**src/hdl/mdp_pkg.sv**
```systemverilog
package mdp_pkg;

    localparam logic [5:0] LAYOUT_LEN = 6'd53;

    localparam logic [5:0] POS_VENDOR_DONE    = 6'd13;
    localparam logic [5:0] POS_DEVICE_DONE    = 6'd22;
    localparam logic [5:0] POS_SUBVENDOR_DONE = 6'd32;
    localparam logic [5:0] POS_SUBDEVICE_DONE = 6'd42;
    localparam logic [5:0] POS_BASE_DONE      = 6'd46;
    localparam logic [5:0] POS_SUB_DONE       = 6'd50;
    localparam logic [5:0] POS_PROG_DONE      = 6'd53;

    localparam logic [7:0] CHAR_HEX   = 8'h23;
    localparam logic [7:0] CHAR_NUL   = 8'h00;
    localparam logic [7:0] CHAR_SPACE = 8'h20;
    localparam logic [7:0] CHAR_TAB   = 8'h09;
    localparam logic [7:0] CHAR_LF    = 8'h0A;

    typedef struct packed {
        logic [31:0] vendor_id;
        logic [31:0] device_id;
        logic [31:0] subsys_vendor_id;
        logic [31:0] subsys_device_id;
        logic [7:0]  base_class_code;
        logic [7:0]  sub_class_code;
        logic [7:0]  prog_interface;
        logic        parse_status;
    } t_result;

    typedef struct packed {
        logic       ok;
        logic [3:0] value;
    } t_hex_digit;

    // Expected character at each layout position; CHAR_HEX marks a hex digit.
    function automatic logic [7:0] layout_char(input logic [5:0] pos);
        logic [7:0] ch;
        unique case (pos)
            6'd0:  ch = 8'h70;
            6'd1:  ch = 8'h63;
            6'd2:  ch = 8'h69;
            6'd3:  ch = 8'h3A;
            6'd4:  ch = 8'h76;
            6'd13: ch = 8'h64;
            6'd22: ch = 8'h73;
            6'd23: ch = 8'h76;
            6'd32: ch = 8'h73;
            6'd33: ch = 8'h64;
            6'd42: ch = 8'h62;
            6'd43: ch = 8'h63;
            6'd46: ch = 8'h73;
            6'd47: ch = 8'h63;
            6'd50: ch = 8'h69;
            default: ch = CHAR_HEX;
        endcase
        return ch;
    endfunction

    function automatic t_hex_digit hex_digit(input logic [7:0] c);
        t_hex_digit d;
        d.ok    = 1'b1;
        d.value = 4'd0;
        if (c >= 8'h30 && c <= 8'h39) begin
            d.value = 4'(c - 8'h30);
        end else if (c >= 8'h61 && c <= 8'h66) begin
            d.value = 4'(c - 8'h57);
        end else if (c >= 8'h41 && c <= 8'h46) begin
            d.value = 4'(c - 8'h37);
        end else begin
            d.ok = 1'b0;
        end
        return d;
    endfunction

endpackage

```
**src/hdl/mdp_step.sv**
```systemverilog
module mdp_step
    import mdp_pkg::*;
(
    input  logic       i_clk,
    input  logic       i_rst_n,
    input  logic       i_step,
    input  logic [7:0] i_char,
    input  logic       i_last,
    output t_result    o_result
);

    logic [5:0]  r_pos,       n_pos;
    logic [31:0] r_acc,       n_acc;
    logic [31:0] r_vendor,    n_vendor;
    logic [31:0] r_device,    n_device;
    logic [31:0] r_subvendor, n_subvendor;
    logic [31:0] r_subdevice, n_subdevice;
    logic [23:0] r_class,     n_class;
    logic        r_err,       n_err;
    logic        r_ended,     n_ended;
    logic [7:0]  w_expect;
    t_hex_digit  w_digit;

    assign w_expect = layout_char(r_pos);
    assign w_digit  = hex_digit(i_char);

    always_comb begin
        n_pos       = r_pos;
        n_acc       = r_acc;
        n_vendor    = r_vendor;
        n_device    = r_device;
        n_subvendor = r_subvendor;
        n_subdevice = r_subdevice;
        n_class     = r_class;
        n_err       = r_err;
        n_ended     = r_ended;
        if (!r_ended && !r_err) begin
            if (i_char == CHAR_NUL) begin
                n_ended = 1'b1;
                if (r_pos < LAYOUT_LEN) begin
                    n_err = 1'b1;
                end
            end else if (r_pos >= LAYOUT_LEN) begin
                if (i_char != CHAR_SPACE && i_char != CHAR_TAB && i_char != CHAR_LF) begin
                    n_err = 1'b1;
                end
            end else if (w_expect == CHAR_HEX) begin
                if (!w_digit.ok) begin
                    n_err = 1'b1;
                end else begin
                    n_acc = {r_acc[27:0], w_digit.value};
                    n_pos = r_pos + 6'd1;
                    unique case (n_pos)
                        POS_VENDOR_DONE:    n_vendor    = n_acc;
                        POS_DEVICE_DONE:    n_device    = n_acc;
                        POS_SUBVENDOR_DONE: n_subvendor = n_acc;
                        POS_SUBDEVICE_DONE: n_subdevice = n_acc;
                        POS_BASE_DONE:      n_class[23:16] = n_acc[7:0];
                        POS_SUB_DONE:       n_class[15:8]  = n_acc[7:0];
                        POS_PROG_DONE:      n_class[7:0]   = n_acc[7:0];
                        default: ;
                    endcase
                end
            end else if (i_char == w_expect) begin
                n_acc = 32'd0;
                n_pos = r_pos + 6'd1;
            end else begin
                n_err = 1'b1;
            end
        end
    end

    always_comb begin
        o_result.vendor_id        = n_vendor;
        o_result.device_id        = n_device;
        o_result.subsys_vendor_id = n_subvendor;
        o_result.subsys_device_id = n_subdevice;
        o_result.base_class_code  = n_class[23:16];
        o_result.sub_class_code   = n_class[15:8];
        o_result.prog_interface   = n_class[7:0];
        o_result.parse_status     = n_err || (n_pos < LAYOUT_LEN);
    end

    always_ff @(posedge i_clk) begin
        if (!i_rst_n || (i_step && i_last)) begin
            r_pos       <= 6'd0;
            r_acc       <= 32'd0;
            r_vendor    <= 32'd0;
            r_device    <= 32'd0;
            r_subvendor <= 32'd0;
            r_subdevice <= 32'd0;
            r_class     <= 24'd0;
            r_err       <= 1'b0;
            r_ended     <= 1'b0;
        end else if (i_step) begin
            r_pos       <= n_pos;
            r_acc       <= n_acc;
            r_vendor    <= n_vendor;
            r_device    <= n_device;
            r_subvendor <= n_subvendor;
            r_subdevice <= n_subdevice;
            r_class     <= n_class;
            r_err       <= n_err;
            r_ended     <= n_ended;
        end
    end

endmodule

```
**src/hdl/mdp_out.sv**
```systemverilog
module mdp_out
    import mdp_pkg::*;
(
    input  logic    i_clk,
    input  logic    i_rst_n,
    input  logic    i_load,
    input  t_result i_result,
    input  logic    i_ready,
    output logic    o_valid,
    output t_result o_result
);

    logic    r_valid;
    t_result r_result;

    always_ff @(posedge i_clk) begin
        if (!i_rst_n) begin
            r_valid <= 1'b0;
        end else if (i_load) begin
            r_valid <= 1'b1;
        end else if (i_ready) begin
            r_valid <= 1'b0;
        end
    end

    always_ff @(posedge i_clk) begin
        if (i_load) begin
            r_result <= i_result;
        end
    end

    assign o_valid  = r_valid;
    assign o_result = r_result;

endmodule

```
**src/hdl/pci_modalias_parser.sv**
```systemverilog
// Output: the result register loads the result as the string's last byte is stepped.
// Throughput: one byte per cycle; the byte register advances whenever the result register
// can take a result or the byte does not end a string.
// Reset: synchronous, active low; it clears the parse state and empties both registers.
// After each result the parse state returns to its reset values for the next string.
module pci_modalias_parser
    import mdp_pkg::*;
(
    input  logic         i_clk,
    input  logic         i_rst_n,
    input  logic         s_axis_tvalid,
    output logic         s_axis_tready,
    input  logic [7:0]   s_axis_tdata,   // char_byte[7:0]
    input  logic         s_axis_tlast,   // last_char
    output logic         m_axis_tvalid,
    input  logic         m_axis_tready,
    // vendor_id[31:0], device_id[63:32], subsys_vendor_id[95:64],
    // subsys_device_id[127:96], base_class_code[135:128], sub_class_code[143:136],
    // prog_interface[151:144]
    output logic [151:0] m_axis_tdata,
    output logic         m_axis_tuser    // parse_status
);

    logic       r_in_valid;
    logic [7:0] r_in_char;
    logic       r_in_last;
    logic       w_step;
    logic       w_load;
    t_result    w_step_result;
    t_result    w_out_result;

    assign w_step        = r_in_valid && (!r_in_last || !m_axis_tvalid || m_axis_tready);
    assign w_load        = w_step && r_in_last;
    assign s_axis_tready = !r_in_valid || w_step;

    always_ff @(posedge i_clk) begin
        if (!i_rst_n) begin
            r_in_valid <= 1'b0;
        end else if (s_axis_tready) begin
            r_in_valid <= s_axis_tvalid;
        end
    end

    always_ff @(posedge i_clk) begin
        if (s_axis_tvalid && s_axis_tready) begin
            r_in_char <= s_axis_tdata;
            r_in_last <= s_axis_tlast;
        end
    end

    mdp_step u_step (
        .i_clk    (i_clk),
        .i_rst_n  (i_rst_n),
        .i_step   (w_step),
        .i_char   (r_in_char),
        .i_last   (r_in_last),
        .o_result (w_step_result)
    );

    mdp_out u_out (
        .i_clk    (i_clk),
        .i_rst_n  (i_rst_n),
        .i_load   (w_load),
        .i_result (w_step_result),
        .i_ready  (m_axis_tready),
        .o_valid  (m_axis_tvalid),
        .o_result (w_out_result)
    );

    assign m_axis_tdata = {w_out_result.prog_interface, w_out_result.sub_class_code,
                           w_out_result.base_class_code, w_out_result.subsys_device_id,
                           w_out_result.subsys_vendor_id, w_out_result.device_id,
                           w_out_result.vendor_id};
    assign m_axis_tuser = w_out_result.parse_status;

    a_load_shows_result: assert property (@(posedge i_clk) disable iff (!i_rst_n)
        w_load |=> m_axis_tvalid)
        else $error("result register did not take a finished string");

    a_stalled_last_blocks: assert property (@(posedge i_clk) disable iff (!i_rst_n)
        (r_in_valid && r_in_last && m_axis_tvalid && !m_axis_tready) |-> !s_axis_tready)
        else $error("input taken while a string end waits on a full result register");

    a_accept_fills: assert property (@(posedge i_clk) disable iff (!i_rst_n)
        (s_axis_tvalid && s_axis_tready) |=> r_in_valid)
        else $error("accepted byte was lost");

endmodule
```
**config.mk**
```make
export PLATFORM = sky130hd
export DESIGN_NAME = pci_modalias_parser
export DESIGN_NICKNAME = d
export VERILOG_FILES = /design/src/hdl/mdp_pkg.sv /design/src/hdl/mdp_step.sv /design/src/hdl/mdp_out.sv /design/src/hdl/pci_modalias_parser.sv
export SDC_FILE = /design/constraint.sdc
export NUM_CORES = 1
export LEC_CHECK = 0
export BUFFER_PORTS_ARGS = -buffer_cell sky130_fd_sc_hd__buf_2
export CAP_MARGIN = 20
export CORE_ASPECT_RATIO = 0.5
export CORE_MARGIN = 2
export CORE_UTILIZATION = 40
export CTS_BUF_LIST = sky130_fd_sc_hd__clkbuf_8
export DETAILED_ROUTE_END_ITERATION = 10
export GPL_ROUTABILITY_DRIVEN = 0
export PLACE_DENSITY = 0.55
export SLEW_MARGIN = 20
export SYNTH_ARGS = -nofsm -noshare
export SYNTH_HDL_FRONTEND = slang
export SYNTH_HIERARCHICAL = 1
export SYNTH_SLANG_ARGS = --single-unit
```
**constraint.sdc**
```tcl
create_clock -name i_clk -period 17.01 [get_ports i_clk]
set_input_delay 3.402 -clock i_clk [delete_from_list [all_inputs] [get_ports i_clk]]
set_output_delay 3.402 -clock i_clk [all_outputs]
set_load 0.01 [all_outputs]
```
# After elaboration in Yosys (flattened, before gate mapping)
# Memory sizes are Yosys's and may differ from the RTL's. A register that Yosys moved wholly into a read port is not among the register bits.
# Index checks and enable logic that the tools add are counted.
[totals]
mem_bits_ro = 384
memories = 1
ff_bits = 352
input_bits = 13
output_inout_bits = 155
[memory_table]
columns = ["name", "words", "width", "read_ports", "rd_ports_with_merged_regs", "write_ports", "line", "source"]
rows = [
  ["(no name shown)", 64, 6, 1, 1, 0, "mdp_pkg.sv:38", "unique case (pos)"],
]
[op_classes]
eq_ne = 13
add_sub_neg = 4
n_bitwise = 2
mux = 59
magnitude_cmp = 9
reduce_logical = 25
[ops]
columns = ["cell", "n"]
rows = [
  ["32-bit two-way mux", 24],
  ["24-bit two-way mux", 5],
  ["28-bit two-way mux", 3],
  ["6-bit two-way mux", 8],
  ["6-bit equality test (second input constant)", 5],
  ["8-bit two-way mux", 3],
  ["8-bit by 7-bit greater-or-equal comparator with 1-bit output (second input constant)", 2],
  ["8-bit by 7-bit <= comparator with 1-bit output (second input constant)", 2],
  ["8-bit by 4-bit != test with 1-bit output (second input constant)", 2],
  ["1-bit two-way mux", 13],
  ["6-bit < comparator (second input constant)", 2],
  ["4-bit two-way mux", 3],
  ["1-bit logical AND", 9],
  ["8-bit by 6-bit equality test with 1-bit output (second input constant)", 1],
  ["8-bit equality test", 1],
  ["8-bit by 6-bit greater-or-equal comparator with 1-bit output (second input constant)", 1],
  ["8-bit by 6-bit <= comparator with 1-bit output (second input constant)", 1],
  ["8-bit logical NOT", 1],
  ["8-bit by 6-bit != test with 1-bit output (second input constant)", 1],
  ["4-bit by 3-bit subtractor with 4-bit output (second input constant)", 2],
  ["6-bit by 1-bit adder with 6-bit output (second input constant)", 1],
  ["6-bit by 4-bit equality test with 1-bit output (second input constant)", 1],
  ["6-bit by 5-bit equality test with 1-bit output (second input constant)", 1],
  ["6-bit greater-or-equal comparator (second input constant)", 1],
  ["8 further kinds", 19],
]

# Longest topological paths before layout
# Gate-level depths: netlist of the first run.
[depth]
word_depth = 12
ltp_mapped = 15
mapped_depth_nobuf = 14

# By module
# Netlist of the first run, hierarchy kept.
[modules_own_cells]
columns = ["module", "n_inst", "cells_each", "area_per_inst_um2"]
rows = [
  ["mdp_step", 1, 982, 9631.7],
  ["mdp_out", 1, 156, 4635.7],
  ["pci_modalias_parser", 1, 18, 352.8],
]

# Worst setup path before layout of the first run
# OpenSTA, ideal clock, no wires.
[synth_path]
kind = "input -> register"
start = "input port m_axis_tready"
end = "register u_out.r_result (netlist bit u_out/o_result[0]) (enable)"
setup_time_ps = 670
slack_ps = 6527
arrival_time_ps = 9813
cell_stages = 2
t_required_ps = 16340
path_cell_list = "nor2b_1 > nor2_1"
[synth_via]
elab_chain_len = 3
[synth_rtl]
columns = ["item", "line", "source"]
rows = [
  ["start: declaration", "pci_modalias_parser.sv:16", "input logic m_axis_tready,"],
  ["1-bit logical OR", "pci_modalias_parser.sv:32", "assign w_step = r_in_valid && (!r_in_last || !m_axis_tvalid || m_axis_tready);"],
  ["1-bit logical AND", "pci_modalias_parser.sv:32", ""],
  ["1-bit logical AND", "pci_modalias_parser.sv:33", "assign w_load = w_step && r_in_last;"],
  ["net w_load", "pci_modalias_parser.sv:28", "logic w_load;"],
  ["end signal: assignment", "mdp_out.sv:28", "r_result <= i_result;"],
  ["end: declaration", "mdp_out.sv:14", "t_result r_result;"],
]
# The timed path passes the listed nets, and every way through them passes these cells.
# A chain may end at the register's enable or synchronous reset.

# Worst setup path after layout of the first run
[layout_path]
start = "input port m_axis_tready"
end = "output port s_axis_tready"
[layout_via]
elab_chain_len = 3
[layout_rtl]
columns = ["item", "line", "source"]
rows = [
  ["1-bit logical OR", "pci_modalias_parser.sv:32", ""],
  ["1-bit logical AND", "pci_modalias_parser.sv:32", ""],
  ["1-bit logical OR", "pci_modalias_parser.sv:34", "assign s_axis_tready = !r_in_valid || w_step;"],
  ["end: declaration", "pci_modalias_parser.sv:12", "output logic s_axis_tready,"],
]
# No other way between the ends.

==> flow_summary.yaml, run 1 <==
status:
  status: "complete, no violations"
power_and_ir_drop:
  power_frac_seq_pct: 55.1
  pwr-share-comb_pct: 4.1
  p_int_w: 0.00129
  power_frac_clock_pct: 40.7
  ir_worst_vdd_v: 0.0000483
  net-switching-power_w: 0.000378
  leakagePower_nw: 6.50
  powerDensity_nw_per_um2: 98.1
  switching_share_pct: 22.7
synthesis:
  synth_nets: 1184
  synthTopCellsByArea: "edfxtp_1 (33%), dfxtp_1 (27%), mux2_2 (11%)"
  yosys_warnings: 6
  async_flop_share_pct: 0
  synth_top_area_cell: "edfxtp_1"
  yosysUniqueCellTypes: 63
  synth_cells: 1156
  ys_seq_area_share_pct: 60.1
  yosys-top-cells-count: "dfxtp_1 (196), nor2_1 (192), edfxtp_1 (162)"
  synth_flop_cell: "dfxtp_1"
  synth_area_um2: 14600
  synth_top_area_share_pct: 33.3
  ys_ff_latch: 358
  synth-edff-count: 162
  yosysMostFrequentCell: "dfxtp_1"
  avgSynthCellArea_um2: 12.6
timing:
  rsz0062_at_grt: "no"
  worst_slack_ps: 9740
  relSlewSlack_pct: 31.7
  fin_skew_ps: 24.4
  hold_violations: 0
  setup_viol_count_final: 0
  maxSlewViolCount: 0
  finalCritPeriodShare_pct: 42.7
  setup_tns_ps: 0
  timing.fmax_ghz: 0.138
  period_needed_ps: 7270
  worst_pin_slew_ps: 1020
route:
  vias_per_cell: 5.02
  vias: 9299
  drt_iter0_markers: 583
  drc: 0
  post_drt_wl_per_cell_um: 18.0
  drtPass1Iterations: 5
  ant_nets: 0
  wirelength_um: 33300
worst_setup_path:
  cpMaxStageDelayCell: "nand4b_4"
  timing.rr.start: "r_in_char[0]"
  critPathCaptureType: "primary output"
  crit_path_max_fanout: 3
  max_stage_delay_ps: 170
  cp-startpoint: "m_axis_tready"
  path_cells: "buf_2, nand4b_4, buf_2"
  start_kind: "input port"
  path_buf_inv: 2
  cp_top_family: "buffers and inverters"
  cp.required_ps: 13610
  critPathKind: "input port to primary output"
  worstPathArrival_ps: 3860
  cpMostUsedCell: "buf_2"
placement:
  pre_cts_ws_ps: 9740
  io_buffers: 167
  dp_hpwl_um: 20100
  placed_cell_area_um2: 15900
layout:
  fin_nets: 1354
  fin_area_um2: 17000
  multiInputGateArea_um2: 5530
  fill_cells: 3283
  areaGrowthSynthToFinish_pct: 16.0
  drive_above_1_share_pct: 30.4
  diodes: 0
  ff_latch_area_um2: 8790
floorplan:
  die_w_um: 274
  rows: 49
  initial_core_util_pct: 40.6
  pin_count: 168
  die_y_um: 139
  core_um2: 36000
  dieArea_um2: 38200
grt:
  grt_max_degree: 86
  grt_pass1_wl_um: 52400
  antenna_found_initial: 0
  track_usage_pct: 17.4
  gr-total-overflow: 0
  grt_pass1_vias: 9420
clocking:
  clkTransAtPathRegs_ps: 60
  cts_tree: "yes"
  clk_latency_ps: 600
  cts_setup_buffers: 0
  postCtsHoldBufs: 0
  cts.sinks: 358
  cts_max_path_buffers: 3
  htree_levels: 2
  cts_buffers: 53
  ctsRootBufferMaster: "clkbuf_8"
  cts_resized: 0
hold_path:
  hold_class: "register to register"
  holdCritStartpoint: "u_step/r_subvendor[25]"
run:
  drv_cap: 0
==> cells by family after synthesis <==
group | after synthesis | share of synthesized area [%]
DFF | 358 | 60.1
adders and majority gates | 15 | 1.28
buffers and inverters | 81 | 2.35
and+or+nand+nor | 303 | 9.61
AOI/OAI and AO/OA | 75 | 3.29
muxes | 307 | 22.3
xor gates and xnor gates | 17 | 1.02
==> worst min-delay path: stages, from the launching register on <==
cell	delay [ps]
dfxtp_1	320
mux2i_1	60
nor2_1	70
==> state kept, by name, summed over array words and instances, names as in the netlist <==
| register | count |
|---|---|
| u_step/r_device | 32 |
| u_step/r_subdevice | 32 |
| u_step/r_vendor | 32 |
| r_in_last | 1 |
| r_in_char | 8 |
| u_step/r_ended | 1 |
| u_out/o_result | 153 |
| u_step/r_subvendor | 32 |
| u_step/r_err | 1 |
| u_step/r_acc | 28 |
| r_in_valid | 1 |
| u_step/w_expect | 6 |
| u_step/r_pos | 6 |
| u_out/o_valid | 1 |
| u_step/r_class | 24 |
==> layout by cell type, fill, tap and decap left out, types with 4 or more instances in the layout <==
cell / n
dfxtp_1: 196
nor2_1: 191
buf_2: 167
edfxtp_1: 162
mux2i_1: 154
mux2_2: 146
clkbuf_8: 60
inv_1: 40
a21oi_1: 40
and3_1: 28
nand2_1: 23
nand3_1: 15
ha_1: 15
buf_4: 13
xor2_1: 11
clkinv_1: 7
mux2_1: 7
nor3_1: 6
nand4_1: 6
o21ai_0: 6
xnor2_1: 5
nand2b_1: 4
a211oi_1: 4
==> power groups by stage <==
stage,Sequential (W),Combinational [W],Clock [W]
2_1_floorplan,0.000946,0.0000342,0
3_3_place_gp,0.000936,0.0000694,0
3_5_place_dp,0.000937,0.0000702,0
4_1_cts,0.000918,0.0000704,0.000700
5_1_grt,0.000919,0.0000743,0.000740
6_report,0.000918,0.0000690,0.000678
==> layout make-up <==
class | instances | area share, %
clock inverters | 39 | 1.22
inverters | 15 | 0.332
repair buffers | 181 | 5.62
multi-input cells | 717 | 32.6
well taps | 484 | 3.57
flip-flops and latches | 358 | 51.8
clock buffers | 60 | 4.87
==> per-stage QoR <==
step	hold WS (ps)	total power (W)	instances	utilization, %
floorplan	453	0.000980	1156	-
global placement	465	0.00101	1754	44.2
detailed placement	476	0.00101	1754	44.2
CTS	491	0.00169	1853	47.1
global route	509	0.00173	1854	47.1
finish	489	0.00166	1854	47.1
==> routing by layer <==
layer	global-route usage [%]	share of wire, %	vias up
met5	0	0	-
met4	4.61	1.5	0
met3	3.43	3.7	49
met2	29.1	48	168
li1	-	-	4478
met1	23.2	46	4604
==> final timing paths <==
path	end	slack [ps]	cells after the start
worst min-delay path	u_step/r_subvendor[25]	490	2
worst max register to register	u_step/w_expect[4]	12970	13
worst min register to register	u_step/r_subvendor[25]	490	2
worst max-delay path	s_axis_tready	9740	3
(Power assumes the default switching activity.)
==> run 2: changes to the inputs <==
- clock period: 17.01 -> 6.7 ns (I/O delays scaled with it)
==> run 2 against run 1 <==
- critical endpoint is now u_step/w_expect[6]
- sequential power grew to 2.5 times the previous value
- global-route usage grew 0.073 points
- sequential cell count is the same
==> flow_summary.yaml, run 2 (synthesized netlist as in run 1, its figures left out) <==
worst_setup_path:
  r2r_cells: 12
  critPathKind: "register to register"
  timing.rr.start: "r_in_char[0]"
  critPathCaptureType: "register"
  worstPathArrival_ps: 4810
  max_stage_delay_ps: 870
  cp.required_ps: 7180
  start_kind: "register"
  rrSetupSlack_ps: 2370
  path_cells: "inv_1, ha_1, o21bai_1, a2111o_1, a2111oi_0, a31o_2, and2_1, a211o_1, inv_2, nand3_1, a21oi_1, a311o_1"
  timing.rr.end: "u_step/w_expect[6]"
  cpMaxStageDelayCell: "and2_1"
  cp-startpoint: "r_in_char[0]"
  crit_path_max_fanout: 29
power_and_ir_drop:
  net-switching-power_w: 0.000967
  pwr-share-comb_pct: 4.2
  switching_share_pct: 22.9
  fin_total_pwr_w: 0.00421
  powerDensity_nw_per_um2: 249
  power_frac_clock_pct: 40.6
  ir_worst_vdd_v: 0.000132
  power_frac_seq_pct: 55.3
  p_int_w: 0.00325
  leakagePower_nw: 6.48
grt:
  antenna_found_initial: 1
  grt_pass1_vias: 9368
  gr-total-overflow: 0
  track_usage_pct: 17.5
  grt_pass1_wl_um: 52700
  grt_max_degree: 155
clocking:
  ctsRootBufferMaster: "clkbuf_8"
  cts_max_path_buffers: 3
  cts_buffers: 52
  cts_resized: 0
  cts.sinks: 358
  cts_setup_buffers: 0
  htree_levels: 2
  clkTransAtPathRegs_ps: 70
  postCtsHoldBufs: 0
  clk_latency_ps: 610
  cts_tree: "yes"
timing:
  maxSlewViolCount: 0
  timing.fmax_ghz: 0.231
  setup_viol_count_final: 0
  period_needed_ps: 4330
  hold_violations: 0
  relSlewSlack_pct: 23.9
  worst_slack_ps: 2370
  fin_skew_ps: 24.6
  worst_pin_slew_ps: 1130
  rsz0062_at_grt: "no"
  finalCritPeriodShare_pct: 64.6
  timing.hold.ws_ps: 487
  setup_tns_ps: 0
route:
  drc: 0
  drt_iter0_markers: 592
  wirelength_um: 33600
  drtPass1Iterations: 5
  vias_per_cell: 5.00
  ant_nets: 0
  vias: 9249
  post_drt_wl_per_cell_um: 18.1
layout:
  areaGrowthSynthToFinish_pct: 15.9
  final_cell_mix: "dfxtp_1 (196), nor2_1 (191), buf_2 (167)"
  multiInputGateArea_um2: 5520
  drive_above_1_share_pct: 30.4
  fin_nets: 1351
  largest_register_ffs: 153
  ff_latch_area_um2: 8790
  final_common_cell: "dfxtp_1"
  fill_cells: 3274
  fin_cells: 1851
  diodes: 0
hold_path:
  hold_class: "register to register"
  hold_end: "u_step/r_subdevice[31]"
  min_path_cells: 2
  holdCritStartpoint: "u_step/r_subdevice[31]"
placement:
  io_buffers: 167
  dp.cells: 1753
  dp_hpwl_um: 20200
  pre_cts_ws_ps: 1940
run:
  drv_cap: 0
floorplan:
  die_y_um: 139
  core_um2: 36000
  initial_core_util_pct: 40.6
  die_w_um: 274
  rows: 49
  dieArea_um2: 38200
  pin_count: 168
status:
  status: "complete, no violations"
==> run 2: cell count changes in the layout (fill, tap and decap cells not counted), moves of 2 or more <==
cell / previous run / this run
bufinv_16: 2 / 0
clkinv_1: 7 / 3
clkbuf_8: 60 / 65
buf_4: 13 / 11
==> run 2: layout make-up <==
| class | instances | share of cell area [%] |
|---|---|---|
| clock buffers | 65 | 5.28 |
| clock inverters | 33 | 0.864 |
| inverters | 15 | 0.332 |
| multi-input cells | 717 | 32.6 |
| flip-flops and latches | 358 | 51.8 |
| well taps | 484 | 3.57 |
| repair buffers | 179 | 5.54 |
==> run 2: layer usage <==
metal / track usage [%] / vias up / share of wire [%]
li1: - / 4473 / -
met1: 22.9 / 4531 / 45
met2: 29.7 / 196 / 48
met3: 3.64 / 49 / 4.8
met4: 4.35 / 0 / 1.6
met5: 0 / - / 0
==> run 2: worst max-delay path by stage <==
stage / end / slack, ps / cells past startpoint
after floorplan: u_out/o_result[0] / 840 / 2
after global placement: u_step/w_expect[6] / 2120 / 12
after detailed placement: u_step/w_expect[4] / 1940 / 12
after CTS: u_step/w_expect[6] / 2480 / 12
after global routing: u_step/w_expect[6] / 2070 / 12
final: u_step/w_expect[6] / 2370 / 12
==> run 2: per-stage QoR <==
stage	area (µm²)	utilization, %
after CTS	17000	47.1
after detailed placement	15900	44.2
final	17000	47.1
after floorplan	14600	-
after global routing	17000	47.1
after global placement	15900	44.2
==> run 2: critical path, delay by kind of cell (launching register included) <==
family	cells	cell delay, ps
compound gates	7	2160
simple gates	2	1020
flops	1	480
buf+inv	2	310
fa+ha+maj	1	220
==> run 2: power groups by stage <==
stage	sequential [W]	clock (W)	combinational, W
6_report	0.00233	0.00171	0.000176
5_1_grt	0.00233	0.00188	0.000189
4_1_cts	0.00233	0.00178	0.000180
3_5_place_dp	0.00238	0	0.000180
3_3_place_gp	0.00238	0	0.000177
2_1_floorplan	0.00240	0	0.0000869
==> run 3: changes to the inputs <==
- PLACE_DENSITY: 0.55 -> 0.57
- clock period: 6.7 -> 3.7 ns (I/O delays scaled with it)
==> run 3 against run 2 <==
- combinational power rose by 88%
- maximum frequency rose by 21%
- via count rose by 1.2%
- cell count rose by 0.76%
- core utilization rose by 0.40 points
- non-clock buffer count rose by 15
- setup slack got worse by 2200 ps
- largest power group unchanged
==> flow_summary.yaml, run 3 (synthesized netlist as in run 1, its figures left out) <==
floorplan:
  initial_core_util_pct: 40.6
  die_w_um: 274
  core_um2: 36000
  dieArea_um2: 38200
  rows: 49
  die_y_um: 139
  pin_count: 168
timing:
  period_needed_ps: 3580
  maxSlewViolCount: 0
  fin_skew_ps: 25.2
  timing.fmax_ghz: 0.280
  finalCritPeriodShare_pct: 96.6
  timing.hold.ws_ps: 318
  worst_pin_slew_ps: 871
  setup_viol_count_final: 0
  relSlewSlack_pct: 41.9
  hold_violations: 0
worst_setup_path:
  max_stage_delay_ps: 450
  cp.required_ps: 4240
  start_kind: "register"
  cp.depth: 13
  path_buf_inv: 2
  cp-startpoint: "r_in_char[0]"
  crit_path_max_fanout: 6
  critPathCaptureType: "register"
  worstPathArrival_ps: 4120
  path_cells: "inv_1, ha_1, o21bai_1, a2111o_1, a21o_1, a2111o_1, mux2i_2, nand2b_2, inv_1, ha_2, nor2_1, a211oi_1, a311o_1"
  cpMaxStageDelayCell: "a2111o_1"
  cp-endpoint: "u_step/w_expect[6]"
  rrSetupSlack_ps: 120
  cp_top_family: "compound AO/OA/AOI/OAI gates"
  timing.rr.end: "u_step/w_expect[6]"
  timing.rr.start: "r_in_char[0]"
  critPathKind: "register to register"
  r2r_cells: 13
run:
  drv_cap: 0
layout:
  areaGrowthSynthToFinish_pct: 16.9
  utilization_pct: 47.5
  drive_above_1_share_pct: 31.4
  fin_nets: 1366
  diodes: 0
  fin_area_um2: 17100
  largest_register_ffs: 153
  fill_cells: 3259
  final_common_cell: "dfxtp_1"
  fin_cells: 1865
  final_cell_mix: "dfxtp_1 (196), nor2_1 (190), buf_2 (167)"
clocking:
  cts.sinks: 358
  htree_levels: 2
  cts_tree: "yes"
  ctsRootBufferMaster: "clkbuf_8"
  cts_buffers: 52
  clk_latency_ps: 600
  clkTransAtPathRegs_ps: 60
  cts_max_path_buffers: 3
power_and_ir_drop:
  switching_share_pct: 23.1
  p_int_w: 0.00580
  power_frac_seq_pct: 56.0
  power_frac_clock_pct: 39.7
  pwr-share-comb_pct: 4.4
  leakagePower_nw: 6.56
  powerDensity_nw_per_um2: 441
  ir_worst_vdd_v: 0.000226
  net-switching-power_w: 0.00174
route:
  drt_iter0_markers: 500
  wirelength_um: 34000
  vias_per_cell: 5.02
  post_drt_wl_per_cell_um: 18.2
  drc: 0
  vias: 9364
  ant_nets: 0
  drtPass1Iterations: 4
hold_path:
  hold_class: "input port to register"
grt:
  grt_pass1_wl_um: 53400
  grt_pass1_vias: 9444
  grt_max_degree: 166
  track_usage_pct: 17.6
  gr-total-overflow: 0
  antenna_found_initial: 0
status:
  status: "complete, no violations"
placement:
  dp_hpwl_um: 20700
  placed_cell_area_um2: 16000
  dp.cells: 1761
  io_buffers: 167
## run 3: changes by cell type in the layout (fill, tap and decap cells not counted), sizes merged
cell	previous run	this run
clkinvlp	2	1
buf	179	194
clkbuf	65	61
clkinv	6	7
inv	40	43
## run 3: per-stage QoR
step / worst slack [ps] / total power (W) / setup TNS [ps]
finish: 124 / 0.00754 / 0
global route: -7.04 / 0.00784 / -9.89
CTS: 26.7 / 0.00765 / 0
detailed placement: -15.0 / 0.00464 / -15.0
global placement: 206 / 0.00463 / 0
floorplan: 200 / 0.00449 / 0
## run 3: how the worst min path moves through the flow
stage                                       from                      to  slack, ps  depth (start not counted)
after floorplan           u_step/r_subdevice[11]  u_step/r_subdevice[11]        450                          2
after global placement    u_step/r_subdevice[28]  u_step/r_subdevice[28]        470                          2
after detailed placement     u_step/r_device[30]     u_step/r_device[30]        480                          2
after CTS                        s_axis_tdata[4]            r_in_char[4]        270                          1
after global routing             s_axis_tdata[5]            r_in_char[5]        280                          1
final                            s_axis_tdata[4]            r_in_char[4]        320                          1
## run 3: per-layer routing
metal	global-route usage, %	wire length [µm]	vias to the layer above
met4	4.61	620	0
met1	23.0	15500	4644
met5	0	0	-
li1	-	-	4493
met3	3.25	1190	60
met2	30.2	16700	167
## run 3: area by class of cell
class | count | area [µm²] | share of cell area, %
clock inverters | 36 | 149 | 0.871
well taps | 484 | 606 | 3.54
multi-input cells | 717 | 5540 | 32.4
flip-flops and latches | 358 | 8790 | 51.4
repair buffers | 194 | 1110 | 6.51
inverters | 15 | 56.3 | 0.329
clock buffers | 61 | 840 | 4.91
## run 3: power groups by stage
| stage | registers, W | logic (W) | clock network [W] |
|---|---|---|---|
| 5_1_grt | 0.00422 | 0.000354 | 0.00326 |
| 2_1_floorplan | 0.00434 | 0.000158 | 0 |
| 4_1_cts | 0.00422 | 0.000333 | 0.00310 |
| 3_5_place_dp | 0.00431 | 0.000333 | 0 |
| 3_3_place_gp | 0.00430 | 0.000328 | 0 |
| 6_report | 0.00422 | 0.000330 | 0.00299 |
## run 3: timing repair
action,4_1_cts,5_1_grt
setup buffers,0,7
resized for setup,1,5
pin swaps,0,2
endpoints found under the setup margin,3,21
hold buffers,0,0
